### src/hdl/normal_map_pixel_patch_macros.svh
// Assertion helpers for the pixel patch block.
// Both expect i_clk in the module that uses them; NPP_ASSERT also expects i_rst_n.
`ifndef NORMAL_MAP_PIXEL_PATCH_MACROS_SVH
`define NORMAL_MAP_PIXEL_PATCH_MACROS_SVH

`ifndef SYNTHESIS

`define NPP_ASSERT(lbl, prop) \
    lbl: assert property (@(posedge i_clk) disable iff (!i_rst_n) prop) \
        else $error("npp assertion failed");

`define NPP_ASSERT_RST(lbl, prop) \
    lbl: assert property (@(posedge i_clk) prop) \
        else $error("npp reset assertion failed");

`else

`define NPP_ASSERT(lbl, prop)

`define NPP_ASSERT_RST(lbl, prop)

`endif

`endif

### src/hdl/npp_pkg.sv
`default_nettype none

package npp_pkg;

    localparam int unsigned ChanW   = 8;
    localparam int unsigned SqW     = 16;
    localparam int unsigned RadW    = 16;
    localparam logic [SqW-1:0] UnitSq = 16'd65025;
    localparam int unsigned RootIters = 8;
    localparam int unsigned ItersPerStage = 4;

    typedef enum logic [2:0] {
        MODE_NONE       = 3'd0,
        MODE_BUMP       = 3'd1,
        MODE_EXPAND     = 3'd2,
        MODE_SWZ_EXPAND = 3'd3,
        MODE_STRIP      = 3'd4
    } t_mode;

    // Channels already swizzled; blue is the pass value unless z_en is set.
    typedef struct packed {
        logic [ChanW-1:0] red;
        logic [ChanW-1:0] green;
        logic [ChanW-1:0] blue;
        logic [ChanW-1:0] alpha;
        logic             z_en;
    } t_ctl;

    typedef struct packed {
        logic [RadW-1:0] rem;
        logic [RadW-1:0] root;
    } t_sq;

    // |2c - 255| for an 8 bit channel
    function automatic logic [ChanW-1:0] abs_signed(input logic [ChanW-1:0] c);
        logic [ChanW-1:0] t;
        t = {c[ChanW-2:0], 1'b1};
        return c[ChanW-1] ? t : ~{c[ChanW-2:0], 1'b0};
    endfunction

    // One restoring square root step; k counts from 0 (top bit pair)
    function automatic t_sq root_step(input t_sq s, input logic [2:0] k);
        t_sq             r;
        logic [RadW-1:0] bitv;
        logic [RadW:0]   sum;
        bitv = RadW'(1) << (4'd14 - {k, 1'b0});
        sum  = {1'b0, s.root} + {1'b0, bitv};
        if ({1'b0, s.rem} >= sum) begin
            r.rem  = s.rem - sum[RadW-1:0];
            r.root = (s.root >> 1) + bitv;
        end else begin
            r.rem  = s.rem;
            r.root = s.root >> 1;
        end
        return r;
    endfunction

endpackage

`default_nettype wire

### src/hdl/npp_front.sv
`default_nettype none

// Stage 1: swizzle and square the two normal components.
// Stage 2: form the radicand, clamped to zero when not positive.
module npp_front (
    input  wire logic                            i_clk,
    input  wire logic                            i_rst_n,
    input  wire npp_pkg::t_mode                  i_mode,
    input  wire logic                            i_valid,
    output      logic                            o_ready,
    input  wire logic [npp_pkg::ChanW-1:0]       i_red,
    input  wire logic [npp_pkg::ChanW-1:0]       i_green,
    input  wire logic [npp_pkg::ChanW-1:0]       i_blue,
    input  wire logic [npp_pkg::ChanW-1:0]       i_alpha,
    output      logic                            o_valid,
    input  wire logic                            i_ready,
    output      npp_pkg::t_ctl                   o_ctl,
    output      logic [npp_pkg::RadW-1:0]        o_rad
);

    logic                        r_v1, r_v2;
    npp_pkg::t_ctl               r_ctl1, r_ctl2, n_ctl1;
    logic [npp_pkg::SqW-1:0]     r_sqx, r_sqy;
    logic [npp_pkg::RadW-1:0]    r_rad;
    logic [npp_pkg::ChanW-1:0]   n_cx, n_cy;
    logic [npp_pkg::ChanW-1:0]   ax, ay;
    logic [npp_pkg::SqW+1:0]     diff;
    logic                        rdy1, rdy2;

    assign rdy2    = !r_v2 || i_ready;
    assign rdy1    = !r_v1 || rdy2;
    assign o_ready = rdy1;
    assign o_valid = r_v2;
    assign o_ctl   = r_ctl2;
    assign o_rad   = r_rad;

    always_comb begin
        n_ctl1 = '{red: i_red, green: i_green, blue: i_blue, alpha: i_alpha, z_en: 1'b0};
        n_cx   = i_red;
        n_cy   = i_green;
        case (i_mode)
            npp_pkg::MODE_BUMP: begin
                n_ctl1.red   = i_alpha;
                n_ctl1.blue  = '1;
                n_ctl1.alpha = '1;
            end
            npp_pkg::MODE_EXPAND: begin
                n_ctl1.z_en = 1'b1;
            end
            npp_pkg::MODE_SWZ_EXPAND: begin
                n_ctl1.red   = i_green;
                n_ctl1.green = i_alpha;
                n_ctl1.alpha = '1;
                n_ctl1.z_en  = 1'b1;
                n_cx         = i_green;
                n_cy         = i_alpha;
            end
            npp_pkg::MODE_STRIP: begin
                n_ctl1.alpha = '1;
            end
            default: begin
            end
        endcase
        ax = npp_pkg::abs_signed(n_cx);
        ay = npp_pkg::abs_signed(n_cy);
    end

    assign diff = {2'b00, npp_pkg::UnitSq} - {2'b00, r_sqx} - {2'b00, r_sqy};

    always_ff @(posedge i_clk) begin
        if (!i_rst_n) begin
            r_v1 <= 1'b0;
            r_v2 <= 1'b0;
        end else begin
            if (rdy1) r_v1 <= i_valid;
            if (rdy2) r_v2 <= r_v1;
        end
        if (rdy1 && i_valid) begin
            r_ctl1 <= n_ctl1;
            r_sqx  <= npp_pkg::SqW'(ax) * npp_pkg::SqW'(ax);
            r_sqy  <= npp_pkg::SqW'(ay) * npp_pkg::SqW'(ay);
        end
        if (rdy2 && r_v1) begin
            r_ctl2 <= r_ctl1;
            // drop negative radicands to zero, whose root is zero
            r_rad  <= diff[npp_pkg::SqW+1] ? '0 : diff[npp_pkg::RadW-1:0];
        end
    end

endmodule

`default_nettype wire

### src/hdl/npp_root.sv
`default_nettype none

`include "normal_map_pixel_patch_macros.svh"

// Stages 3 and 4: four square root steps each, then the blue merge.
module npp_root (
    input  wire logic                        i_clk,
    input  wire logic                        i_rst_n,
    input  wire logic                        i_valid,
    output      logic                        o_ready,
    input  wire npp_pkg::t_ctl               i_ctl,
    input  wire logic [npp_pkg::RadW-1:0]    i_rad,
    output      logic                        o_valid,
    input  wire logic                        i_ready,
    output      logic [npp_pkg::ChanW-1:0]   o_red,
    output      logic [npp_pkg::ChanW-1:0]   o_green,
    output      logic [npp_pkg::ChanW-1:0]   o_blue,
    output      logic [npp_pkg::ChanW-1:0]   o_alpha
);

    logic            r_v3, r_v4;
    npp_pkg::t_ctl   r_ctl3, r_ctl4, n_ctl4;
    npp_pkg::t_sq    r_sq3, n_sq3, n_sq4;
    logic            rdy3, rdy4;

    assign rdy4    = !r_v4 || i_ready;
    assign rdy3    = !r_v3 || rdy4;
    assign o_ready = rdy3;
    assign o_valid = r_v4;
    assign o_red   = r_ctl4.red;
    assign o_green = r_ctl4.green;
    assign o_blue  = r_ctl4.blue;
    assign o_alpha = r_ctl4.alpha;

    always_comb begin
        n_sq3 = '{rem: i_rad, root: '0};
        for (int k = 0; k < npp_pkg::ItersPerStage; k++) begin
            n_sq3 = npp_pkg::root_step(n_sq3, 3'(k));
        end
        n_sq4 = r_sq3;
        for (int k = npp_pkg::ItersPerStage; k < npp_pkg::RootIters; k++) begin
            n_sq4 = npp_pkg::root_step(n_sq4, 3'(k));
        end
        n_ctl4 = r_ctl3;
        // blue = (nz + 256) >> 1
        if (r_ctl3.z_en) begin
            n_ctl4.blue = {1'b1, n_sq4.root[npp_pkg::ChanW-1:1]};
        end
    end

    always_ff @(posedge i_clk) begin
        if (!i_rst_n) begin
            r_v3 <= 1'b0;
            r_v4 <= 1'b0;
        end else begin
            if (rdy3) r_v3 <= i_valid;
            if (rdy4) r_v4 <= r_v3;
        end
        if (rdy3 && i_valid) begin
            r_ctl3 <= i_ctl;
            r_sq3  <= n_sq3;
        end
        if (rdy4 && r_v3) begin
            r_ctl4 <= n_ctl4;
        end
    end

    `NPP_ASSERT(a_blue_half_up, (r_v4 && r_ctl4.z_en) |-> o_blue[npp_pkg::ChanW-1])
    `NPP_ASSERT(a_out_from_s3, $rose(r_v4) |-> $past(r_v3))
    `NPP_ASSERT(a_stall_full, !rdy3 |-> (r_v3 && r_v4 && !i_ready))
    `NPP_ASSERT_RST(a_reset_empty, !$past(i_rst_n) |-> (!r_v3 && !r_v4))

endmodule

`default_nettype wire

### src/hdl/normal_map_pixel_patch.sv
`default_nettype none

// RGBA8 pixel patcher. One pixel enters per cycle on i_valid/o_ready and leaves
// on o_valid/i_ready after four register stages: swizzle and squaring, radicand,
// and the two halves of an eight step square root. Throughput stays at one
// pixel per cycle for as long as the sink accepts beats on o_valid/i_ready.
// A stalled sink backs up the pipeline stage by stage, filling empty stages
// first. patch_mode selects: 0 pass-through, 1 bumpmap swizzle, 2 XY expand with
// blue rebuilt as normal Z, 3 swizzled expand (X from green, Y from alpha, alpha
// opaque), 4 alpha strip; codes 5 to 7 pass the pixel through. Rebuilt blue is
// (floor(sqrt(65025 - sx^2 - sy^2)) + 256) >> 1 with s = 2c - 255, so 128 when
// the radicand is not positive. Write patch_mode only with the pipeline empty.
module normal_map_pixel_patch (
    input  wire logic                        i_clk,
    input  wire logic                        i_rst_n,
    input  wire logic                        i_cfg_valid,
    output      logic                        o_cfg_ready,
    input  wire logic [2:0]                  i_cfg_patch_mode,
    input  wire logic                        i_valid,
    output      logic                        o_ready,
    input  wire logic [npp_pkg::ChanW-1:0]   i_red_in,
    input  wire logic [npp_pkg::ChanW-1:0]   i_green_in,
    input  wire logic [npp_pkg::ChanW-1:0]   i_blue_in,
    input  wire logic [npp_pkg::ChanW-1:0]   i_alpha_in,
    output      logic                        o_valid,
    input  wire logic                        i_ready,
    output      logic [npp_pkg::ChanW-1:0]   o_red_out,
    output      logic [npp_pkg::ChanW-1:0]   o_green_out,
    output      logic [npp_pkg::ChanW-1:0]   o_blue_out,
    output      logic [npp_pkg::ChanW-1:0]   o_alpha_out
);

    npp_pkg::t_mode             r_patch_mode;
    npp_pkg::t_ctl              mid_ctl;
    logic [npp_pkg::RadW-1:0]   mid_rad;
    logic                       mid_valid, mid_ready;

    assign o_cfg_ready = 1'b1;

    always_ff @(posedge i_clk) begin
        if (!i_rst_n) begin
            r_patch_mode <= npp_pkg::MODE_NONE;
        end else if (i_cfg_valid) begin
            r_patch_mode <= npp_pkg::t_mode'(i_cfg_patch_mode);
        end
    end

    npp_front u_front (
        .i_clk   (i_clk),
        .i_rst_n (i_rst_n),
        .i_mode  (r_patch_mode),
        .i_valid (i_valid),
        .o_ready (o_ready),
        .i_red   (i_red_in),
        .i_green (i_green_in),
        .i_blue  (i_blue_in),
        .i_alpha (i_alpha_in),
        .o_valid (mid_valid),
        .i_ready (mid_ready),
        .o_ctl   (mid_ctl),
        .o_rad   (mid_rad)
    );

    npp_root u_root (
        .i_clk   (i_clk),
        .i_rst_n (i_rst_n),
        .i_valid (mid_valid),
        .o_ready (mid_ready),
        .i_ctl   (mid_ctl),
        .i_rad   (mid_rad),
        .o_valid (o_valid),
        .i_ready (i_ready),
        .o_red   (o_red_out),
        .o_green (o_green_out),
        .o_blue  (o_blue_out),
        .o_alpha (o_alpha_out)
    );

endmodule

`default_nettype wire
### config.mk
export PLATFORM = sky130hd
export DESIGN_NAME = normal_map_pixel_patch
export DESIGN_NICKNAME = d
export VERILOG_FILES = /design/src/hdl/npp_pkg.sv /design/src/hdl/npp_front.sv /design/src/hdl/npp_root.sv /design/src/hdl/normal_map_pixel_patch.sv
export VERILOG_INCLUDE_DIRS = /design/src /design/src/hdl
export SDC_FILE = /design/constraint.sdc
export NUM_CORES = 1
export LEC_CHECK = 0
export ABC_AREA = 0
export BUFFER_PORTS_ARGS = -buffer_cell sky130_fd_sc_hd__buf_2
export CAP_MARGIN = 20
export CORE_UTILIZATION = 55
export DETAILED_ROUTE_END_ITERATION = 10
export PLACE_DENSITY = 0.78
export SLEW_MARGIN = 20
export SYNTH_ARGS = -nofsm -noshare
export SYNTH_HDL_FRONTEND = slang
export SYNTH_SLANG_ARGS = --single-unit
### constraint.sdc
create_clock -name i_clk -period 9.9 [get_ports i_clk]
set_input_delay 0.99 -clock i_clk [delete_from_list [all_inputs] [get_ports i_clk]]
set_output_delay 0.99 -clock i_clk [all_outputs]
set_load 0.02 [all_outputs]
==> impl_metrics.json, run 1 <==
{
  "run_status": "finished with violations",
  "violations": "design-rule violations",
  "ys_seq_area_share_pct": 47.6,
  "p_per_area_nw_per_um2": 341,
  "via_per_inst": 5.46,
  "cts.repair_timing.setup_buffer_count": 0,
  "slew_viol_final": 0,
  "critPathRequiredTime_ns": 10.08,
  "die_area_um2": 23200,
  "drive_gt1_share_pct": 13.9,
  "cts_tree": "yes",
  "io_buffers": 73,
  "htree_levels": 4,
  "totalPowerFinal_mw": 4.69,
  "clock_sinks": 199,
  "max_freq_ghz": 0.144,
  "yosysUniqueCellTypes": 85,
  "dr.first_iter.drc_count": 502,
  "fin_util_pct": 62.7,
  "top_layer_used": "met4",
  "cp.arrival_ns": 7.12,
  "grt_pass1_wl_mm": 37.3,
  "final_cell_count_no_fill": 1424,
  "hpwl_mm": 17.4,
  "num_vias": 7768,
  "leakage_nw": 5.77,
  "crit_type": "reg2reg",
  "synth-main-ff-cell": "edfxtp_1",
  "clock-skew-final_ns": 0.0142,
  "drt_first_pass_iters": 8,
  "setup_tns_ns": 0,
  "nets": 1325,
  "die_width_um": 152,
  "syn_area_um2": 12400,
  "route.met3.wl_um": 690,
  "worstPathMaxFanout": 22,
  "fillerInstances": 1645,
  "grt_pass1_vias": 7784,
  "place_congestion": 0.920,
  "worst_skew_pair.late_latency_ns": 0.44,
  "maxSlewHeadroom_pct": 42.2,
  "cts_inserted_buffers": 17,
  "setup_viol": 0,
  "grt_overflow": 0,
  "drc": 8,
  "place_inst": 1392,
  "syn_to_final_growth_pct": 10.9,
  "clock_path_buffers": 2,
  "antenna_found_initial": 0,
  "ys_warn_count": 0,
  "core_area_um2": 22000,
  "hold_path_class": "reg2reg",
  "holdWs_ns": 0.411,
  "cts_hold_buf": 0,
  "ys_ff_latch": 199,
  "grt_max_degree": 61,
  "syn_area_per_cell_um2": 11.8,
  "die_h_um": 152,
  "ir_drop_mv": 0.225,
  "grt_usage_pct": 20.2,
  "synth_edf_count": 192,
  "cts_root_buf": "clkbuf_16",
  "wirelength_mm": 22.3,
  "cts_resized": 0,
  "maxCapViolCount": 0,
  "clkTransAtPathRegs_ns": 0.09,
  "cp-start-kind": "flip-flop",
  "wl_per_cell_um": 15.7,
  "rows": 54,
  "end_kind": "flip-flop",
  "insertedDiodeCount": 0,
  "rsz0062_at_grt": "false",
  "worstMarginPinSlew_ns": 0.862,
  "post-route-period-util_pct": 70.0,
  "synth_cells": 1049,
  "hold_viol_final": 0,
  "drt-met1-wl_mm": 10.3,
  "final.min_clock_period_ns": 6.93,
  "async_flop_share_pct": 0,
  "routed-wl-met2_mm": 11.0,
  "antenna_violating_nets_post_route": 0,
  "ioPinCount": 75,
  "start_util_pct": 56.6
}
## stage by stage
step | instance area (um^2) | setup slack (ns)
floorplan | 12400 | 3.78
detailed placement | 13100 | 3.06
global placement | 13100 | 3.33
finish | 13800 | 2.97
global route | 13800 | 2.43
CTS | 13800 | 3.02
## placed cells by master, fill, tap and decap left out, drive strengths merged, types with 9 or more instances in the layout
| cell type | n |
|---|---|
| or2 | 14 |
| xor2 | 35 |
| o21ai | 38 |
| ha | 103 |
| xnor2 | 64 |
| nand2 | 56 |
| a21oi | 41 |
| o21a | 13 |
| inv | 123 |
| nor3 | 17 |
| fa | 51 |
| mux2i | 24 |
| buf | 77 |
| nor2b | 21 |
| o21bai | 9 |
| o211ai | 10 |
| nand3 | 11 |
| edfxtp | 192 |
| nand2b | 14 |
| clkbuf | 17 |
| nor2 | 100 |
## synthesized netlist by cell type (all sizes together) (9+ instances only)
master	number	area (um^2)
a21oi	41	205
clkbuf	9	33.8
edfxtp	192	5770
fa	51	1020
ha	103	1290
inv	113	424
mux2i	24	244
nand2	56	213
nand2b	14	95.1
nand3	11	55.1
nor2	100	385
nor2b	21	131
nor3	17	101
o211ai	10	85.1
o21a	13	97.6
o21ai	38	198
o21bai	9	67.6
or2	14	87.6
xnor2	64	561
xor2	35	307
## cells by family after synthesis
kind of cell / Yosys count / synth area share, %
and+or+nand+nor: 275 / 11.3
DFF: 199 / 47.6
AOI/OAI and AO/OA: 161 / 8.95
buffers and inverters: 129 / 3.97
adders and majority gates: 154 / 18.6
muxes: 31 / 2.63
xor gates and xnor gates: 99 / 6.98
other: 1 / 0.0302
## power breakdown
part           switching, mW  internal (mW)  total [mW]
registers             0.0913           1.20        1.29
clock network          0.362          0.358       0.720
logic                   1.45           1.23        2.68
## path summary, 6_finish.rpt
kind                                         from                end  slack (ns)  cells past startpoint
worst min-delay path            u_front.o_ctl[25]  u_root.n_ctl4[25]        0.41                      0
worst max register to register    r_patch_mode[1]  u_front.r_sqy[15]        2.97                     19
worst min register to register  u_front.o_ctl[25]  u_root.n_ctl4[25]        0.41                      0
worst max-delay path              r_patch_mode[1]  u_front.r_sqy[15]        2.97                     19
## worst max-delay path, cell delays in order, from the launching register on
cell	delay, ns
dfxtp_1	0.70
nand2_1	0.65
mux2i_2	0.71
xor2_1	0.46
inv_1	0.18
ha_1	0.30
ha_1	0.25
fa_1	0.46
ha_1	0.32
fa_1	0.51
fa_1	0.45
a21o_1	0.18
a21oi_1	0.24
o21bai_1	0.11
a21oi_1	0.22
nor2b_1	0.08
o21a_1	0.18
o31a_1	0.26
o41ai_1	0.31
xnor2_1	0.10
## routing by layer
layer | vias up | GRT usage, %
met5 | - | 0
met4 | 0 | 6.27
met3 | 22 | 2.96
met2 | 159 | 34.4
met1 | 3742 | 26.9
li1 | 3845 | -
## flip-flops by register name (all words and copies together) (netlist names), 13 cells and up
signal / cells
u_front.r_sqx: 13
u_front.r_ctl1: 33
u_front.r_sqy: 14
u_root.n_ctl4: 25
u_front.o_rad: 15
u_root.r_sq3: 19
u_front.o_ctl: 33
## cell type report
class                      count  area, um^2  share of cell area, %
clock buffer                  17         425                   3.09
tap                          280         350                   2.54
timing repair buffer          77         395                   2.87
clock inverter                15         218                   1.58
sequential                   199        5910                   42.9
inverter                     114         428                   3.11
multi-input combinational    722        6050                   43.9
(Power assumes the default switching activity.)
==> run 2: changes to the inputs <==
--- a/config.mk
+++ b/config.mk
@@ -6,12 +6,12 @@
 export SDC_FILE = /design/constraint.sdc
 export NUM_CORES = 1
 export LEC_CHECK = 0
-export ABC_AREA = 0
+export ABC_AREA = 1
 export BUFFER_PORTS_ARGS = -buffer_cell sky130_fd_sc_hd__buf_2
 export CAP_MARGIN = 20
 export CORE_UTILIZATION = 55
 export DETAILED_ROUTE_END_ITERATION = 10
-export PLACE_DENSITY = 0.78
+export PLACE_DENSITY = 0.81
 export SLEW_MARGIN = 20
 export SYNTH_ARGS = -nofsm -noshare
 export SYNTH_HDL_FRONTEND = slang
==> constraint.sdc (replaced) <==
create_clock -name i_clk -period 6.3 [get_ports i_clk]
set_input_delay 0.63 -clock i_clk [delete_from_list [all_inputs] [get_ports i_clk]]
set_output_delay 0.63 -clock i_clk [all_outputs]
set_load 0.02 [all_outputs]
==> run 2 against run 1 <==
Against the previous run: the run now ends clean; non-clock buffer count up 11; critical path depth up 4; wire length up 7.7%; synthesized area up 1.8%; critical path type unchanged; highest routed layer unchanged.
==> impl_metrics.json, run 2 <==
{
  "run_status": "complete, no violations",
  "ys_ff_latch": 199,
  "via_per_inst": 5.23,
  "wl_per_cell_um": 14.5,
  "io_buffers": 73,
  "num_vias": 8687,
  "final_common_cell": "nand2_1",
  "post-route-period-util_pct": 91.8,
  "ioPinCount": 75,
  "critPathSlowestCell": "fa_1",
  "yosysUniqueCellTypes": 48,
  "worstPathMaxFanout": 16,
  "max_stage_delay_ns": 0.52,
  "die_area_um2": 23600,
  "setup_tns_ns": 0,
  "cp.buffers_inverters": 3,
  "clkTransAtPathRegs_ns": 0.08,
  "drc": 0,
  "cp-start-kind": "flip-flop",
  "synth_top_family_by_area": "adder cells",
  "syn_to_final_growth_pct": 11.3,
  "synth_cells": 1268,
  "start_util_pct": 56.0,
  "async_flop_share_pct": 0,
  "drt_first_pass_iters": 5,
  "wirelength_mm": 24.1,
  "end_kind": "flip-flop",
  "die_width_um": 154,
  "post-synth-top-count-cell": "nand2_1",
  "slew_viol_final": 0,
  "synth-simple-area-share_pct": 16.1,
  "synth-main-ff-cell": "edfxtp_1",
  "ys_seq_area_share_pct": 46.7,
  "crit_type": "reg2reg",
  "cts.repair_timing.setup_buffer_count": 0,
  "grt_overflow": 0,
  "synth_xor_area_share_pct": 5.39,
  "grt_max_degree": 61,
  "yosysTopAreaCell": "edfxtp_1",
  "nets": 1558,
  "final.min_clock_period_ns": 5.78,
  "synth_compound_area_share_pct": 6.27,
  "mostFrequentLayoutCells": "229 x nand2_1, 219 x inv_1, 192 x edfxtp_1",
  "netlist_top_cells_area": "edfxtp_1 46%, ha_1 10%, fa_1 8.1%, nand2_1 6.8%, inv_1 6.6%",
  "cts_hold_buf": 0,
  "worst_skew_pair.late_latency_ns": 0.44,
  "worstMarginPinSlew_ns": 0.990,
  "critPathRequiredTime_ns": 6.49,
  "cp.arrival_ns": 5.98,
  "synthMuxAreaShare_pct": 0,
  "synth_edf_count": 192,
  "drive_gt1_share_pct": 12.4,
  "maxSlewHeadroom_pct": 34.0,
  "maxCapViolCount": 0,
  "syn_area_um2": 12600,
  "hold_viol_final": 0,
  "die_h_um": 154,
  "crit_chain": "inv_1, nor2_2, nand2_2, buf_4, o21ai_2, xnor2_1, inv_1, nor2_1, fa_1, fa_1, fa_1, fa_1, ha_1, a21oi_1, o21ai_0, nor2_1, nor2_1, nor2_1, o21bai_1, nand2_1, nand2_1, a21oi_1, xor2_1",
  "place_congestion": 0.891,
  "syn_area_per_cell_um2": 9.97,
  "clock-skew-final_ns": 0.0147,
  "rows": 55,
  "cts_inserted_buffers": 17,
  "core_area_um2": 22600,
  "hpwl_mm": 18.7,
  "crit_family": "adder cells",
  "htree_levels": 4,
  "rsz0062_at_grt": "false",
  "ys_warn_count": 0,
  "synth_common_cells": "229 x nand2_1, 221 x inv_1, 192 x edfxtp_1",
  "max_freq_ghz": 0.173,
  "grt_pass1_wl_mm": 40.7,
  "fillerInstances": 1765,
  "hold_path_class": "reg2reg",
  "dr.first_iter.drc_count": 435,
  "setup_viol": 0,
  "synth-adder-area-share_pct": 18.3,
  "antenna_found_initial": 0,
  "grt_usage_pct": 21.8,
  "cts_tree": "yes",
  "antenna_violating_nets_post_route": 0,
  "clock_path_buffers": 2,
  "clock_sinks": 199,
  "insertedDiodeCount": 0,
  "synth_top_area_share_pct": 45.6,
  "cts_root_buf": "clkbuf_16",
  "grt_pass1_vias": 8667
}
==> run 2: cell types whose count changed after synthesis, sizes merged, moves of 21 or more <==
cell and delta:
inv +116, mux2i -24, nand2 +187, nand3 +50, nor2 +28, nor2b -21, xnor2 -42
==> run 2: final timing paths <==
path,from,to,slack (ns),cells past startpoint
max,r_patch_mode[0],u_front.r_sqy[15],0.52,23
min,u_front.r_ctl1[5],u_front.o_ctl[5],0.41,0
max reg2reg,r_patch_mode[0],u_front.r_sqy[15],0.52,23
min reg2reg,u_front.r_ctl1[5],u_front.o_ctl[5],0.41,0
==> run 2: cell families (layout without fill, tap and decap cells) <==
family                   Yosys count  in the layout
AND/OR/NAND/NOR                  458            458
buffers and inverters            241            349
flip-flops                       199            199
adder cells (fa/ha/maj)          154            154
AO/OA/AOI/OAI                    138            138
XOR/XNOR                          77             77
other                              1              2
==> run 2: metrics by stage <==
step | hold WS [ns] | cells | utilization [%] | instance area, um^2 | worst slack [ns]
floorplan | 0.400 | 1269 | - | 12600 | 0.897
global placement | 0.400 | 1630 | 59.5 | 13400 | 0.587
detailed placement | 0.405 | 1630 | 59.5 | 13400 | 0.465
CTS | 0.405 | 1662 | 62.3 | 14100 | 0.474
global route | 0.425 | 1662 | 62.4 | 14100 | 0.00829
finish | 0.414 | 1662 | 62.4 | 14100 | 0.515
==> run 2: layout make-up <==
class                   instances  area (um^2)  share of cell area [%]
multi-input cells             829         5850                    41.6
clock buffers                  17          425                    3.02
well taps                     285          357                    2.53
inverters                     229          860                    6.11
repair buffers                 88          478                    3.39
clock inverters                15          199                    1.41
flip-flops and latches        199         5910                    41.9
==> run 2: repair_timing <==
action | CTS | global route
endpoints found under the setup margin | 0 | 1
hold endpoints to repair | 0 | 0
gates resized for setup | 0 | 2
==> run 2: routing by layer <==
layer | up-vias | part of all wire (%) | track usage (%)
li1 | 4339 | - | -
met1 | 4089 | 43 | 27.4
met2 | 216 | 50 | 38.4
met3 | 43 | 4.5 | 3.78
met4 | 0 | 2.1 | 6.43
met5 | - | 0 | 0
Power of run 2 is not shown: default switching activity piles up to over one toggle a cycle in this logic, so the estimate is an artifact.
